File: src/rtl/assert_macros.svh
// Assertion macros for the RTL files that check their own behavior.
// No dependencies; include by bare file name.
`ifndef ASSERT_MACROS_SVH
`define ASSERT_MACROS_SVH

// Same-cycle implication, disabled while reset is asserted.
`define MTS_ASSERT_IMP(lbl, clk, rstn, ante, cons) \
    lbl: assert property (@(posedge clk) disable iff (!(rstn)) (ante) |-> (cons)) \
        else $error("timer scheduler assertion failed");

// Next-cycle implication, disabled while reset is asserted.
`define MTS_ASSERT_NXT(lbl, clk, rstn, ante, cons) \
    lbl: assert property (@(posedge clk) disable iff (!(rstn)) (ante) |=> (cons)) \
        else $error("timer scheduler assertion failed");

`endif

File: src/rtl/mts_pkg.sv
// Shared constants, codes and control/status types of the timer scheduler.
// No dependencies.
`timescale 1ns / 1ps
`default_nettype none

package mts_pkg;

    localparam int unsigned DEF_NUM_TIMERS = 16;
    localparam int unsigned DEF_TIME_WIDTH = 48;

    localparam int unsigned CMD_W   = 3;
    localparam int unsigned SLOT_W  = 4;
    localparam int unsigned VAL_W   = 31;
    localparam int unsigned ST_W    = 2;
    localparam int unsigned MAX_FIRE = 16;
    localparam int unsigned CNT_W   = $clog2(MAX_FIRE + 1);

    localparam logic [VAL_W-1:0] VAL_MAX = {VAL_W{1'b1}};

    localparam logic [CMD_W-1:0] CMD_ADD  = 3'd0;
    localparam logic [CMD_W-1:0] CMD_SET  = 3'd1;
    localparam logic [CMD_W-1:0] CMD_DEL  = 3'd2;
    localparam logic [CMD_W-1:0] CMD_GET  = 3'd3;
    localparam logic [CMD_W-1:0] CMD_TICK = 3'd4;

    localparam logic [ST_W-1:0] ST_OK    = 2'd0;
    localparam logic [ST_W-1:0] ST_INVAL = 2'd1;
    localparam logic [ST_W-1:0] ST_FULL  = 2'd2;
    localparam logic [ST_W-1:0] ST_NOUSE = 2'd3;

    localparam logic [1:0] MODE_FREE    = 2'd0;
    localparam logic [1:0] MODE_ARMED   = 2'd1;
    localparam logic [1:0] MODE_PENDING = 2'd2;
    localparam logic [1:0] MODE_STOPPED = 2'd3;

    // Kind of the latched request, as seen by the controller.
    typedef enum logic [1:0] {
        K_ADD  = 2'd0,
        K_SLOT = 2'd1,
        K_TICK = 2'd2,
        K_DONE = 2'd3
    } t_kind;

    typedef struct packed {
        logic accept;
        logic idx_clr;
        logic tick_start;
        logic idx_inc;
        logic add_wr;
        logic slot_do;
        logic arm;
        logic eval;
        logic resp;
    } t_ctl;

    typedef struct packed {
        t_kind kind;
        logic  idx_last;
        logic  idx_free;
        logic  eval_block;
        logic  out_free;
    } t_sts;

endpackage

`default_nettype wire

File: src/rtl/mts_ctrl.sv
// Controller state machine of the timer scheduler.
// Depends on mts_pkg for the control and status structs.
`timescale 1ns / 1ps
`default_nettype none

module mts_ctrl
    import mts_pkg::*;
(
    input  logic i_clk,
    input  logic i_rst_n,
    input  logic i_valid,
    input  t_sts i_sts,
    output t_ctl o_ctl,
    output logic o_busy
);

    typedef enum logic [8:0] {
        S_IDLE = 9'b000000001,
        S_DISP = 9'b000000010,
        S_FIND = 9'b000000100,
        S_READ = 9'b000001000,
        S_DO   = 9'b000010000,
        S_RD   = 9'b000100000,
        S_ARM  = 9'b001000000,
        S_EVAL = 9'b010000000,
        S_RESP = 9'b100000000
    } t_state;

    t_state r_state, n_state;

    always_ff @(posedge i_clk) begin
        if (!i_rst_n) begin
            r_state <= S_IDLE;
        end else begin
            r_state <= n_state;
        end
    end

    always_comb begin
        n_state = r_state;
        o_ctl   = '0;
        case (r_state)
            S_IDLE: begin
                if (i_valid) begin
                    o_ctl.accept = 1'b1;
                    n_state = S_DISP;
                end
            end
            S_DISP: begin
                case (i_sts.kind)
                    K_ADD: begin
                        o_ctl.idx_clr = 1'b1;
                        n_state = S_FIND;
                    end
                    K_SLOT: n_state = S_READ;
                    K_TICK: begin
                        o_ctl.tick_start = 1'b1;
                        n_state = S_RD;
                    end
                    default: n_state = S_RESP;
                endcase
            end
            S_FIND: begin
                if (i_sts.idx_free) begin
                    o_ctl.add_wr = 1'b1;
                    n_state = S_RESP;
                end else if (i_sts.idx_last) begin
                    n_state = S_RESP;
                end else begin
                    o_ctl.idx_inc = 1'b1;
                end
            end
            S_READ: n_state = S_DO;
            S_DO: begin
                o_ctl.slot_do = 1'b1;
                n_state = S_RESP;
            end
            S_RD: n_state = S_ARM;
            S_ARM: begin
                o_ctl.arm = 1'b1;
                n_state = S_EVAL;
            end
            S_EVAL: begin
                if (!i_sts.eval_block) begin
                    o_ctl.eval = 1'b1;
                    if (i_sts.idx_last) begin
                        n_state = S_RESP;
                    end else begin
                        o_ctl.idx_inc = 1'b1;
                        n_state = S_RD;
                    end
                end
            end
            S_RESP: begin
                if (i_sts.out_free) begin
                    o_ctl.resp = 1'b1;
                    n_state = S_IDLE;
                end
            end
            default: n_state = S_IDLE;
        endcase
    end

    assign o_busy = (r_state != S_IDLE);

endmodule

`default_nettype wire

File: src/rtl/mts_datapath.sv
// Datapath of the timer scheduler: timer table memories, clock, scan
// arithmetic and the output register. Depends on mts_pkg.
`timescale 1ns / 1ps
`default_nettype none

module mts_datapath
    import mts_pkg::*;
#(
    parameter int unsigned NUM_TIMERS = DEF_NUM_TIMERS,
    parameter int unsigned TIME_WIDTH = DEF_TIME_WIDTH
) (
    input  logic              i_clk,
    input  logic              i_rst_n,
    input  t_ctl              i_ctl,
    output t_sts              o_sts,
    input  logic [CMD_W-1:0]  i_cmd,
    input  logic [SLOT_W-1:0] i_slot,
    input  logic [VAL_W-1:0]  i_first_delay,
    input  logic [VAL_W-1:0]  i_repeat_period,
    input  logic              i_stall,
    output logic              o_valid,
    output logic [ST_W-1:0]   o_status,
    output logic [SLOT_W-1:0] o_timer_id,
    output logic [VAL_W-1:0]  o_value,
    output logic              o_fired,
    output logic              o_has_next,
    output logic [VAL_W-1:0]  o_time_to_next,
    output logic              o_last
);

    localparam int unsigned IDX_W = $clog2(NUM_TIMERS);
    localparam int unsigned TW    = TIME_WIDTH;

    logic [CMD_W-1:0]  r_cmd;
    logic [SLOT_W-1:0] r_slot;
    logic [VAL_W-1:0]  r_fd, r_rp;
    logic [IDX_W-1:0]  r_idx;
    logic [TW-1:0]     r_time;
    logic [1:0]        r_mode [NUM_TIMERS];

    logic [TW-1:0]     mem_exp  [NUM_TIMERS];
    logic [VAL_W-1:0]  mem_per  [NUM_TIMERS];
    logic [VAL_W-1:0]  mem_pend [NUM_TIMERS];
    logic [TW-1:0]     r_rd_exp;
    logic [VAL_W-1:0]  r_rd_per, r_rd_pend;

    logic [TW-1:0]     r_exp_arm, r_reload;
    logic              r_armed;
    logic [CNT_W-1:0]  r_cnt;
    logic [VAL_W-1:0]  r_best;
    logic              r_hn;
    logic              r_hold_v;
    logic [SLOT_W-1:0] r_hold_id;
    logic [VAL_W-1:0]  r_hold_iv;
    logic              r_found, r_used;

    logic              r_out_v;
    logic [ST_W-1:0]   r_o_status;
    logic [SLOT_W-1:0] r_o_id;
    logic [VAL_W-1:0]  r_o_value, r_o_ttn;
    logic              r_o_fired, r_o_hn, r_o_last;

    logic [1:0]        cur_mode;
    logic [VAL_W-1:0]  iv, rem_clip, cand;
    logic [TW-1:0]     rem;
    logic              expired, fire, still, out_free, used, in_range, push;
    t_kind             kind;
    logic [ST_W-1:0]   f_status;
    logic [SLOT_W-1:0] f_id;
    logic [VAL_W-1:0]  f_value, f_ttn;
    logic              f_fired;

    assign cur_mode = r_mode[r_idx];
    assign iv       = (r_rd_pend != '0) ? r_rd_pend : r_rd_per;
    assign rem      = r_exp_arm - r_time;
    assign expired  = (rem == '0) || rem[TW-1];
    assign fire     = r_armed && expired && (r_cnt < CNT_W'(MAX_FIRE));
    assign still    = fire ? (r_rd_per != '0) : r_armed;
    assign out_free = !r_out_v || !i_stall;
    assign push     = i_ctl.eval && fire && r_hold_v;
    assign in_range = 32'(r_slot) < 32'(NUM_TIMERS);
    assign used     = in_range && (cur_mode != MODE_FREE);

    always_comb begin
        if (expired) begin
            rem_clip = VAL_W'(1);
        end else if (|rem[TW-1:VAL_W]) begin
            rem_clip = VAL_MAX;
        end else begin
            rem_clip = rem[VAL_W-1:0];
        end
        cand = fire ? r_rd_per : rem_clip;
    end

    always_comb begin
        case (r_cmd)
            CMD_ADD:                   kind = ((r_fd == '0) && (r_rp == '0)) ? K_DONE : K_ADD;
            CMD_SET, CMD_DEL, CMD_GET: kind = K_SLOT;
            CMD_TICK:                  kind = K_TICK;
            default:                   kind = K_DONE;
        endcase
    end

    assign o_sts.kind       = kind;
    assign o_sts.idx_last   = (r_idx == IDX_W'(NUM_TIMERS - 1));
    assign o_sts.idx_free   = (cur_mode == MODE_FREE);
    assign o_sts.eval_block = fire && r_hold_v && !out_free;
    assign o_sts.out_free   = out_free;

    // Final result of the current request.
    always_comb begin
        f_status = ST_OK;
        f_id     = '0;
        f_value  = '0;
        f_fired  = 1'b0;
        f_ttn    = '0;
        case (r_cmd)
            CMD_TICK: begin
                if (r_hold_v) begin
                    f_id    = r_hold_id;
                    f_value = r_hold_iv;
                    f_fired = 1'b1;
                end
                f_ttn = r_hn ? r_best : '0;
            end
            CMD_ADD: begin
                if (kind == K_DONE) begin
                    f_status = ST_INVAL;
                end else if (r_found) begin
                    f_id = SLOT_W'(r_idx);
                end else begin
                    f_status = ST_FULL;
                end
            end
            CMD_SET, CMD_DEL, CMD_GET: begin
                f_id = r_slot;
                if (!r_used) begin
                    f_status = ST_NOUSE;
                end else if (r_cmd == CMD_GET) begin
                    f_value = iv;
                end
            end
            default: f_status = ST_INVAL;
        endcase
    end

    // Table memories: one address per cycle, registered read.
    always_ff @(posedge i_clk) begin
        r_rd_exp  <= mem_exp[r_idx];
        r_rd_per  <= mem_per[r_idx];
        r_rd_pend <= mem_pend[r_idx];
        if (i_ctl.add_wr) begin
            mem_exp[r_idx]  <= '0;
            mem_per[r_idx]  <= r_rp;
            mem_pend[r_idx] <= r_fd;
        end
        if (i_ctl.slot_do && used && (r_cmd == CMD_SET)) begin
            mem_pend[r_idx] <= r_fd;
        end
        if (i_ctl.eval && r_armed) begin
            mem_exp[r_idx] <= fire ? r_reload : r_exp_arm;
            if (fire) begin
                mem_pend[r_idx] <= '0;
            end
        end
    end

    // Payload registers.
    always_ff @(posedge i_clk) begin
        if (i_ctl.accept) begin
            r_cmd  <= i_cmd;
            r_slot <= i_slot;
            r_fd   <= i_first_delay;
            r_rp   <= i_repeat_period;
        end
        if (i_ctl.arm) begin
            r_reload <= r_time + TW'(r_rd_per);
            if (cur_mode == MODE_PENDING) begin
                r_exp_arm <= r_time + TW'(iv);
            end else begin
                r_exp_arm <= r_rd_exp;
            end
        end
        if (i_ctl.eval && fire) begin
            r_hold_id <= SLOT_W'(r_idx);
            r_hold_iv <= iv;
        end
        if (push) begin
            r_o_status <= ST_OK;
            r_o_id     <= r_hold_id;
            r_o_value  <= r_hold_iv;
            r_o_fired  <= 1'b1;
            r_o_hn     <= 1'b0;
            r_o_ttn    <= '0;
            r_o_last   <= 1'b0;
        end else if (i_ctl.resp) begin
            r_o_status <= f_status;
            r_o_id     <= f_id;
            r_o_value  <= f_value;
            r_o_fired  <= f_fired;
            r_o_hn     <= (r_cmd == CMD_TICK) && r_hn;
            r_o_ttn    <= f_ttn;
            r_o_last   <= 1'b1;
        end
    end

    // Control registers.
    always_ff @(posedge i_clk) begin
        if (!i_rst_n) begin
            r_idx    <= '0;
            r_time   <= '0;
            r_armed  <= 1'b0;
            r_cnt    <= '0;
            r_best   <= VAL_MAX;
            r_hn     <= 1'b0;
            r_hold_v <= 1'b0;
            r_found  <= 1'b0;
            r_used   <= 1'b0;
            r_out_v  <= 1'b0;
            for (int i = 0; i < NUM_TIMERS; i++) begin
                r_mode[i] <= MODE_FREE;
            end
        end else begin
            if (i_ctl.accept) begin
                r_idx   <= IDX_W'(i_slot);
                r_found <= 1'b0;
                r_used  <= 1'b0;
            end
            if (i_ctl.idx_clr) begin
                r_idx <= '0;
            end
            if (i_ctl.tick_start) begin
                r_idx    <= '0;
                r_time   <= r_time + TW'(1);
                r_cnt    <= '0;
                r_best   <= VAL_MAX;
                r_hn     <= 1'b0;
                r_hold_v <= 1'b0;
            end
            if (i_ctl.idx_inc) begin
                r_idx <= r_idx + IDX_W'(1);
            end
            if (i_ctl.add_wr) begin
                r_mode[r_idx] <= MODE_PENDING;
                r_found       <= 1'b1;
            end
            if (i_ctl.slot_do) begin
                r_used <= used;
                if (used && (r_cmd == CMD_SET)) begin
                    r_mode[r_idx] <= MODE_PENDING;
                end else if (used && (r_cmd == CMD_DEL)) begin
                    r_mode[r_idx] <= MODE_FREE;
                end
            end
            if (i_ctl.arm) begin
                r_armed <= (cur_mode == MODE_PENDING) || (cur_mode == MODE_ARMED);
            end
            if (i_ctl.eval) begin
                if (r_armed) begin
                    r_mode[r_idx] <= still ? MODE_ARMED : MODE_STOPPED;
                end
                if (fire) begin
                    r_hold_v <= 1'b1;
                    r_cnt    <= r_cnt + CNT_W'(1);
                end
                if (still) begin
                    r_hn <= 1'b1;
                    if (cand < r_best) begin
                        r_best <= cand;
                    end
                end
            end
            if (push || i_ctl.resp) begin
                r_out_v <= 1'b1;
            end else if (!i_stall) begin
                r_out_v <= 1'b0;
            end
        end
    end

    assign o_valid        = r_out_v;
    assign o_status       = r_o_status;
    assign o_timer_id     = r_o_id;
    assign o_value        = r_o_value;
    assign o_fired        = r_o_fired;
    assign o_has_next     = r_o_hn;
    assign o_time_to_next = r_o_ttn;
    assign o_last         = r_o_last;

endmodule

`default_nettype wire

File: src/rtl/multi_timer_scheduler_core.sv
// Top level of the multi-channel timer scheduler: controller plus datapath.
// Depends on mts_pkg, mts_ctrl, mts_datapath and assert_macros.svh.
//
//   Channel  | Direction | Handshake          | Payload
//   ---------+-----------+--------------------+------------------------------------
//   request  | in        | i_valid / o_stall  | i_cmd i_slot i_first_delay
//            |           |                    | i_repeat_period
//   result   | out       | o_valid / i_stall  | o_status o_timer_id o_value o_fired
//            |           |                    | o_has_next o_time_to_next o_last
//
// An add searches the slots in order from slot 0 for a free one.
// Set, delete and get read the addressed slot and then act on it. A tick scans
// every slot in turn through the single-port timer table (read, arm, evaluate).
// A stalled result holds the scan only when a further timer fires.
// Reset is synchronous and active low; it frees every slot and clears the clock.
// o_stall is high while a request is being worked on.
`timescale 1ns / 1ps
`default_nettype none
`include "assert_macros.svh"

module multi_timer_scheduler_core
    import mts_pkg::*;
#(
    parameter int unsigned NUM_TIMERS = DEF_NUM_TIMERS,
    parameter int unsigned TIME_WIDTH = DEF_TIME_WIDTH
) (
    input  logic              i_clk,
    input  logic              i_rst_n,
    input  logic              i_valid,
    output logic              o_stall,
    input  logic [CMD_W-1:0]  i_cmd,
    input  logic [SLOT_W-1:0] i_slot,
    input  logic [VAL_W-1:0]  i_first_delay,
    input  logic [VAL_W-1:0]  i_repeat_period,
    output logic              o_valid,
    input  logic              i_stall,
    output logic [ST_W-1:0]   o_status,
    output logic [SLOT_W-1:0] o_timer_id,
    output logic [VAL_W-1:0]  o_value,
    output logic              o_fired,
    output logic              o_has_next,
    output logic [VAL_W-1:0]  o_time_to_next,
    output logic              o_last
);

    t_ctl ctl;
    t_sts sts;

    // The controller sequences each request; it only sees decoded status.
    mts_ctrl u_ctrl (
        .i_clk   (i_clk),
        .i_rst_n (i_rst_n),
        .i_valid (i_valid),
        .i_sts   (sts),
        .o_ctl   (ctl),
        .o_busy  (o_stall)
    );

    // The datapath holds the timer table, the microsecond clock and the
    // result register, which lets a finished result wait while the next
    // request is taken.
    mts_datapath #(
        .NUM_TIMERS (NUM_TIMERS),
        .TIME_WIDTH (TIME_WIDTH)
    ) u_dp (
        .i_clk           (i_clk),
        .i_rst_n         (i_rst_n),
        .i_ctl           (ctl),
        .o_sts           (sts),
        .i_cmd           (i_cmd),
        .i_slot          (i_slot),
        .i_first_delay   (i_first_delay),
        .i_repeat_period (i_repeat_period),
        .i_stall         (i_stall),
        .o_valid         (o_valid),
        .o_status        (o_status),
        .o_timer_id      (o_timer_id),
        .o_value         (o_value),
        .o_fired         (o_fired),
        .o_has_next      (o_has_next),
        .o_time_to_next  (o_time_to_next),
        .o_last          (o_last)
    );

    // A fired timer is always reported with an ok status.
    `MTS_ASSERT_IMP(a_fired_ok, i_clk, i_rst_n, o_valid && o_fired, o_status == ST_OK)
    // The next-expiry summary rides only on a final result and is never zero.
    `MTS_ASSERT_IMP(a_next_last, i_clk, i_rst_n, o_valid && o_has_next, o_last && (o_time_to_next != '0))
    // Only tick firings produce results that are not the last of a request.
    `MTS_ASSERT_IMP(a_mid_fired, i_clk, i_rst_n, o_valid && !o_last, o_fired)
    // Once a request is taken the block reports busy in the following cycle.
    `MTS_ASSERT_NXT(a_busy_after, i_clk, i_rst_n, i_valid && !o_stall, o_stall)

endmodule

`default_nettype wire
File: config.mk
export PLATFORM = sky130hd
export DESIGN_NAME = multi_timer_scheduler_core
export DESIGN_NICKNAME = d
export VERILOG_FILES = /design/src/rtl/mts_pkg.sv /design/src/rtl/mts_ctrl.sv /design/src/rtl/mts_datapath.sv /design/src/rtl/multi_timer_scheduler_core.sv
export VERILOG_INCLUDE_DIRS = /design/src /design/src/rtl
export SDC_FILE = /design/constraint.sdc
export NUM_CORES = 2
export LEC_CHECK = 0
export BUFFER_PORTS_ARGS = -buffer_cell sky130_fd_sc_hd__buf_2
export CAP_MARGIN = 20
export CELL_PAD_IN_SITES_DETAIL_PLACEMENT = 0
export CELL_PAD_IN_SITES_GLOBAL_PLACEMENT = 1
export CORE_UTILIZATION = 45
export DETAILED_ROUTE_END_ITERATION = 8
export HOLD_SLACK_MARGIN = 0.12
export PLACE_DENSITY = 0.74
export SLEW_MARGIN = 20
export SYNTH_ARGS = -nofsm -noshare
export SYNTH_HDL_FRONTEND = slang
export SYNTH_SLANG_ARGS = --single-unit
File: constraint.sdc
create_clock -name i_clk -period 15 [get_ports i_clk]
set_input_delay 0.75 -clock i_clk [delete_from_list [all_inputs] [get_ports i_clk]]
set_output_delay 0.75 -clock i_clk [all_outputs]
set_load 0.005 [all_outputs]
==> impl_metrics.prom <==
# TYPE chip_impl_metric gauge
chip_impl_metric{name="drt_first_pass_iters",unit=""} 6
chip_impl_metric{name="first_pass_grt_wire_length",unit="mm"} 362
chip_impl_metric{name="largest_net_degree_at_the_start_of_global_routing",unit=""} 139
chip_impl_metric{name="fp.dieW",unit="um"} 457
chip_impl_metric{name="peakVddDrop",unit="mV"} 0.121
chip_impl_metric{name="power_report.internal_total",unit="uW"} 10600
chip_impl_metric{name="route.detailed.wl_per_inst",unit="um"} 29.8
chip_impl_metric{name="clock_latency",unit="ns"} 0.88
chip_impl_metric{name="antenna_found_initial",unit=""} 8
chip_impl_info{name="cts.root.buffer_cell",value="sky130_fd_sc_hd__clkbuf_16"} 1
chip_impl_info{name="regToRegStartpoint",value="u_dp.r_time[1]"} 1
chip_impl_metric{name="port-buffer-count",unit=""} 145
chip_impl_metric{name="dieHeight",unit="um"} 457
chip_impl_info{name="synth-main-ff-cell",value="sky130_fd_sc_hd__edfxtp_1"} 1
chip_impl_metric{name="fin_nets",unit=""} 5785
chip_impl_metric{name="fmax",unit="MHz"} 129
chip_impl_metric{name="critPathArrivalTime",unit="ns"} 8.48
chip_impl_metric{name="worst_slew_pin_slew",unit="ns"} 1.22
chip_impl_metric{name="post_synth.cell_area_avg",unit="sq um"} 17.7
chip_impl_metric{name="power.leakage",unit="uW"} 0.0338
chip_impl_metric{name="coreArea",unit="sq um"} 205000
chip_impl_metric{name="synth_edf_count",unit=""} 2027
chip_impl_info{name="final_common_cell",value="sky130_fd_sc_hd__edfxtp_1"} 1
chip_impl_metric{name="yosysSeqAreaShare",unit="%"} 70.7
chip_impl_metric{name="synth.net_count",unit=""} 5475
chip_impl_metric{name="boundaryPins",unit=""} 146
chip_impl_metric{name="cts_buffer_depth",unit=""} 3
chip_impl_metric{name="netSwitchingFraction",unit="%"} 22.4
chip_impl_metric{name="crit_fanout",unit=""} 36
chip_impl_metric{name="synth_area",unit="sq um"} 93200
chip_impl_info{name="worst_path_max_delay_cell",value="sky130_fd_sc_hd__o21ai_4"} 1
chip_impl_metric{name="power_frac_comb",unit="%"} 5.6
chip_impl_info{name="layout_common_cells",value="sky130_fd_sc_hd__edfxtp_1, sky130_fd_sc_hd__mux4_2, sky130_fd_sc_hd__nand2_1"} 1
chip_impl_metric{name="pwr_density_cell",unit="nW/um^2"} 129
chip_impl_metric{name="die-area",unit="sq um"} 209000
chip_impl_metric{name="post-dp-hpwl",unit="mm"} 151
chip_impl_metric{name="finalHoldViolations",unit=""} 0
chip_impl_metric{name="routed_vias",unit=""} 51200
chip_impl_metric{name="clkSlewWorstSetupHoldPaths",unit="ns"} 0.07
chip_impl_metric{name="worst_hold_slack",unit="ns"} 0.298
chip_impl_metric{name="detail_route.vias_per_cell",unit=""} 6.05
chip_impl_metric{name="ant_nets",unit=""} 0
chip_impl_metric{name="drt_iter0_markers",unit=""} 5525
chip_impl_metric{name="vias_in_the_first_global_route",unit=""} 50800
chip_impl_metric{name="clock-sinks",unit=""} 2280
chip_impl_metric{name="cts_resized",unit=""} 0
chip_impl_metric{name="post_synth_inst_count",unit=""} 5252
chip_impl_metric{name="tritoncts_buffers",unit=""} 224
chip_impl_info{name="crit_end",value="u_dp.r_best[29]"} 1
chip_impl_info{name="crit_start_category",value="register"} 1
chip_impl_metric{name="final.setup.tns",unit="ns"} 0
chip_impl_metric{name="gp_congestion",unit=""} 0.934
chip_impl_metric{name="r2r.worst_path.cells",unit=""} 28
chip_impl_metric{name="whs_path_depth",unit=""} 3
chip_impl_metric{name="post-route-cell-area",unit="sq um"} 106000
chip_impl_info{name="rr_endpoint",value="u_dp.r_best[29]"} 1
chip_impl_info{name="path_common_cell",value="sky130_fd_sc_hd__a21oi_1"} 1
chip_impl_info{name="rsz0062_at_grt",value="false"} 1
chip_impl_metric{name="finalSetupViolCount",unit=""} 0
chip_impl_metric{name="p_clk_share",unit="%"} 42.3
chip_impl_info{name="timing.critical_path.from",value="u_dp.r_time[1]"} 1
chip_impl_metric{name="min_period",unit="ns"} 7.77
chip_impl_metric{name="area_growth_syn_to_layout",unit="%"} 14.0
chip_impl_metric{name="switchingPower",unit="uW"} 3070
chip_impl_metric{name="timing.slew.headroom",unit="%"} 18.8
chip_impl_metric{name="floorplan.rows",unit=""} 166
chip_impl_metric{name="global_route_usage_over_all_layers",unit="%"} 24.0
chip_impl_metric{name="fin_worst_skew",unit="ns"} 0.0749
chip_impl_metric{name="min_period_over_period",unit="%"} 51.8
chip_impl_metric{name="final_core_util",unit="%"} 51.8
chip_impl_metric{name="yosys_warnings",unit=""} 0
chip_impl_metric{name="synth_seq_cells",unit=""} 2280
chip_impl_metric{name="postSynth.asyncResetShare",unit="%"} 0
chip_impl_info{name="tritoncts",value="yes"} 1
chip_impl_metric{name="route.detailed.drc",unit=""} 0
chip_impl_metric{name="finalMaxSlewViolations",unit=""} 0
chip_impl_metric{name="power.share.sequential",unit="%"} 52.1
chip_impl_metric{name="post_route_cells_drive_above_1_share",unit="%"} 23.0
chip_impl_metric{name="htree_levels",unit=""} 4
chip_impl_metric{name="regToRegSetupSlack",unit="ns"} 7.23
chip_impl_metric{name="max_stage_delay",unit="ns"} 0.74
chip_impl_info{name="critPathKind",value="reg -> reg"} 1
chip_impl_metric{name="critPathRequiredTime",unit="ns"} 15.72
chip_impl_info{name="holdCritPathClass",value="in -> reg"} 1
chip_impl_metric{name="initial_cell_density_of_the_core",unit="%"} 45.4
chip_impl_metric{name="grt.overflow.total",unit=""} 0
chip_impl_metric{name="max_cap_violations",unit=""} 0
chip_impl_info{name="crit_path_end_kind",value="register"} 1
chip_impl_info{name="status",value="finished clean"} 1
chip_impl_metric{name="place_area",unit="sq um"} 97700
chip_impl_metric{name="postRouteWirelength",unit="mm"} 252
chip_impl_metric{name="yosysUniqueCellTypes",unit=""} 91
==> worst max-delay path, delay by kind of cell, from the launching register on <==
kind | cells | cell delay, ns
AO/OA/AOI/OAI | 14 | 4.15
AND/OR/NAND/NOR | 9 | 1.39
adder cells (fa/ha/maj) | 2 | 0.67
buffers and inverters | 2 | 0.54
flip-flops | 1 | 0.50
multiplexers | 1 | 0.35
==> synthesized netlist by cell type (25+ instances only) <==
cell type | number | area, sq um
sky130_fd_sc_hd__buf_1 | 30 | 113
sky130_fd_sc_hd__a21oi_1 | 210 | 1050
sky130_fd_sc_hd__nand2b_1 | 35 | 219
sky130_fd_sc_hd__xor2_1 | 28 | 245
sky130_fd_sc_hd__clkbuf_1 | 188 | 706
sky130_fd_sc_hd__mux2_2 | 33 | 372
sky130_fd_sc_hd__ha_1 | 147 | 1840
sky130_fd_sc_hd__inv_1 | 117 | 439
sky130_fd_sc_hd__buf_2 | 26 | 130
sky130_fd_sc_hd__or3_1 | 25 | 156
sky130_fd_sc_hd__mux4_2 | 560 | 12600
sky130_fd_sc_hd__xnor2_1 | 123 | 1080
sky130_fd_sc_hd__nand3_1 | 77 | 385
sky130_fd_sc_hd__o21ai_0 | 108 | 541
sky130_fd_sc_hd__a22o_1 | 62 | 543
sky130_fd_sc_hd__mux2i_1 | 35 | 350
sky130_fd_sc_hd__nand4_1 | 48 | 300
sky130_fd_sc_hd__nand2_1 | 276 | 1040
sky130_fd_sc_hd__nor4_1 | 56 | 350
sky130_fd_sc_hd__edfxtp_1 | 2027 | 60900
sky130_fd_sc_hd__dfxtp_1 | 253 | 5060
sky130_fd_sc_hd__nor3_1 | 73 | 365
sky130_fd_sc_hd__nor2_1 | 277 | 1040
sky130_fd_sc_hd__and2_1 | 48 | 300
sky130_fd_sc_hd__a21o_1 | 78 | 586
==> per-stage QoR <==
step	std cells	total power, uW	setup WS (ns)
after floorplan	5252	7670	8.49
after global placement	7952	8030	7.41
after detailed placement	7952	8030	7.38
after CTS	8448	13800	7.37
after global routing	8455	14100	6.63
final	8459	13700	7.23
==> flip-flops by register name, summed over array words and instances (netlist names), 32 cells and up, named ones only <==
name / cells
u_dp.r_reload: 48
u_dp.mem_exp: 768
u_dp.r_exp_arm: 48
u_dp.mem_pend: 496
u_dp.r_time: 48
u_dp.mem_per: 496
u_dp.r_rd_exp: 48
u_dp.r_mode: 32
==> layer usage <==
layer | global-route usage (%) | up-vias | part of all wire (%)
met5 | 0 | - | 0.025
met4 | 7.39 | 10 | 2.9
met3 | 4.39 | 370 | 7.6
met2 | 38.5 | 2120 | 48
met1 | 33.5 | 26900 | 41
li1 | - | 21700 | -
==> kinds of logic (layout without fill, tap and decap cells) <==
logic type	Yosys count	after routing	share of synthesized area, %
buffers and inverters	369	880	1.53
other	0	8	0
muxes	631	631	14.3
DFF	2280	2280	70.7
xor gates and xnor gates	151	151	1.42
adders and majority gates	150	150	2.04
AOI/OAI and AO/OA	662	662	4.74
and+or+nand+nor	1009	1009	5.19
==> what timing repair did <==
item	CTS	global route
setup endpoints to repair	0	0
setup buffers	0	0
hold buffers	69	0
hold endpoints to repair	69	0
==> layout make-up <==
cell class	count	area (sq um)
clock buffers	311	6250
diodes	8	20.0
clock inverters	116	1440
flip-flops and latches	2280	65900
inverters	121	459
fillers	16300	98900
repair buffers	332	2430
well taps	2688	3360
multi-input cells	2603	26400
==> power groups by stage <==
stage	registers, uW	logic (uW)	clock network [uW]
after global routing	7150	810	6130
after CTS	7140	770	5890
final	7150	765	5810
after global placement	7280	749	0
after floorplan	7140	527	0
after detailed placement	7280	753	0
==> how the worst min path moves through the flow <==
stage	startpoint	end	slack [ns]
2_1_floorplan	u_dp.r_idx[2]	u_dp.r_hold_id[2]	0.41
3_3_place_gp	u_dp.o_has_next	u_dp.o_has_next	0.43
3_5_place_dp	u_dp.o_has_next	u_dp.o_has_next	0.44
4_1_cts	i_stall	u_dp.o_valid	0.23
5_1_grt	i_stall	u_dp.o_valid	0.29
6_report	i_stall	u_dp.o_valid	0.30
Note: power is estimated with default switching activity, not from simulation.
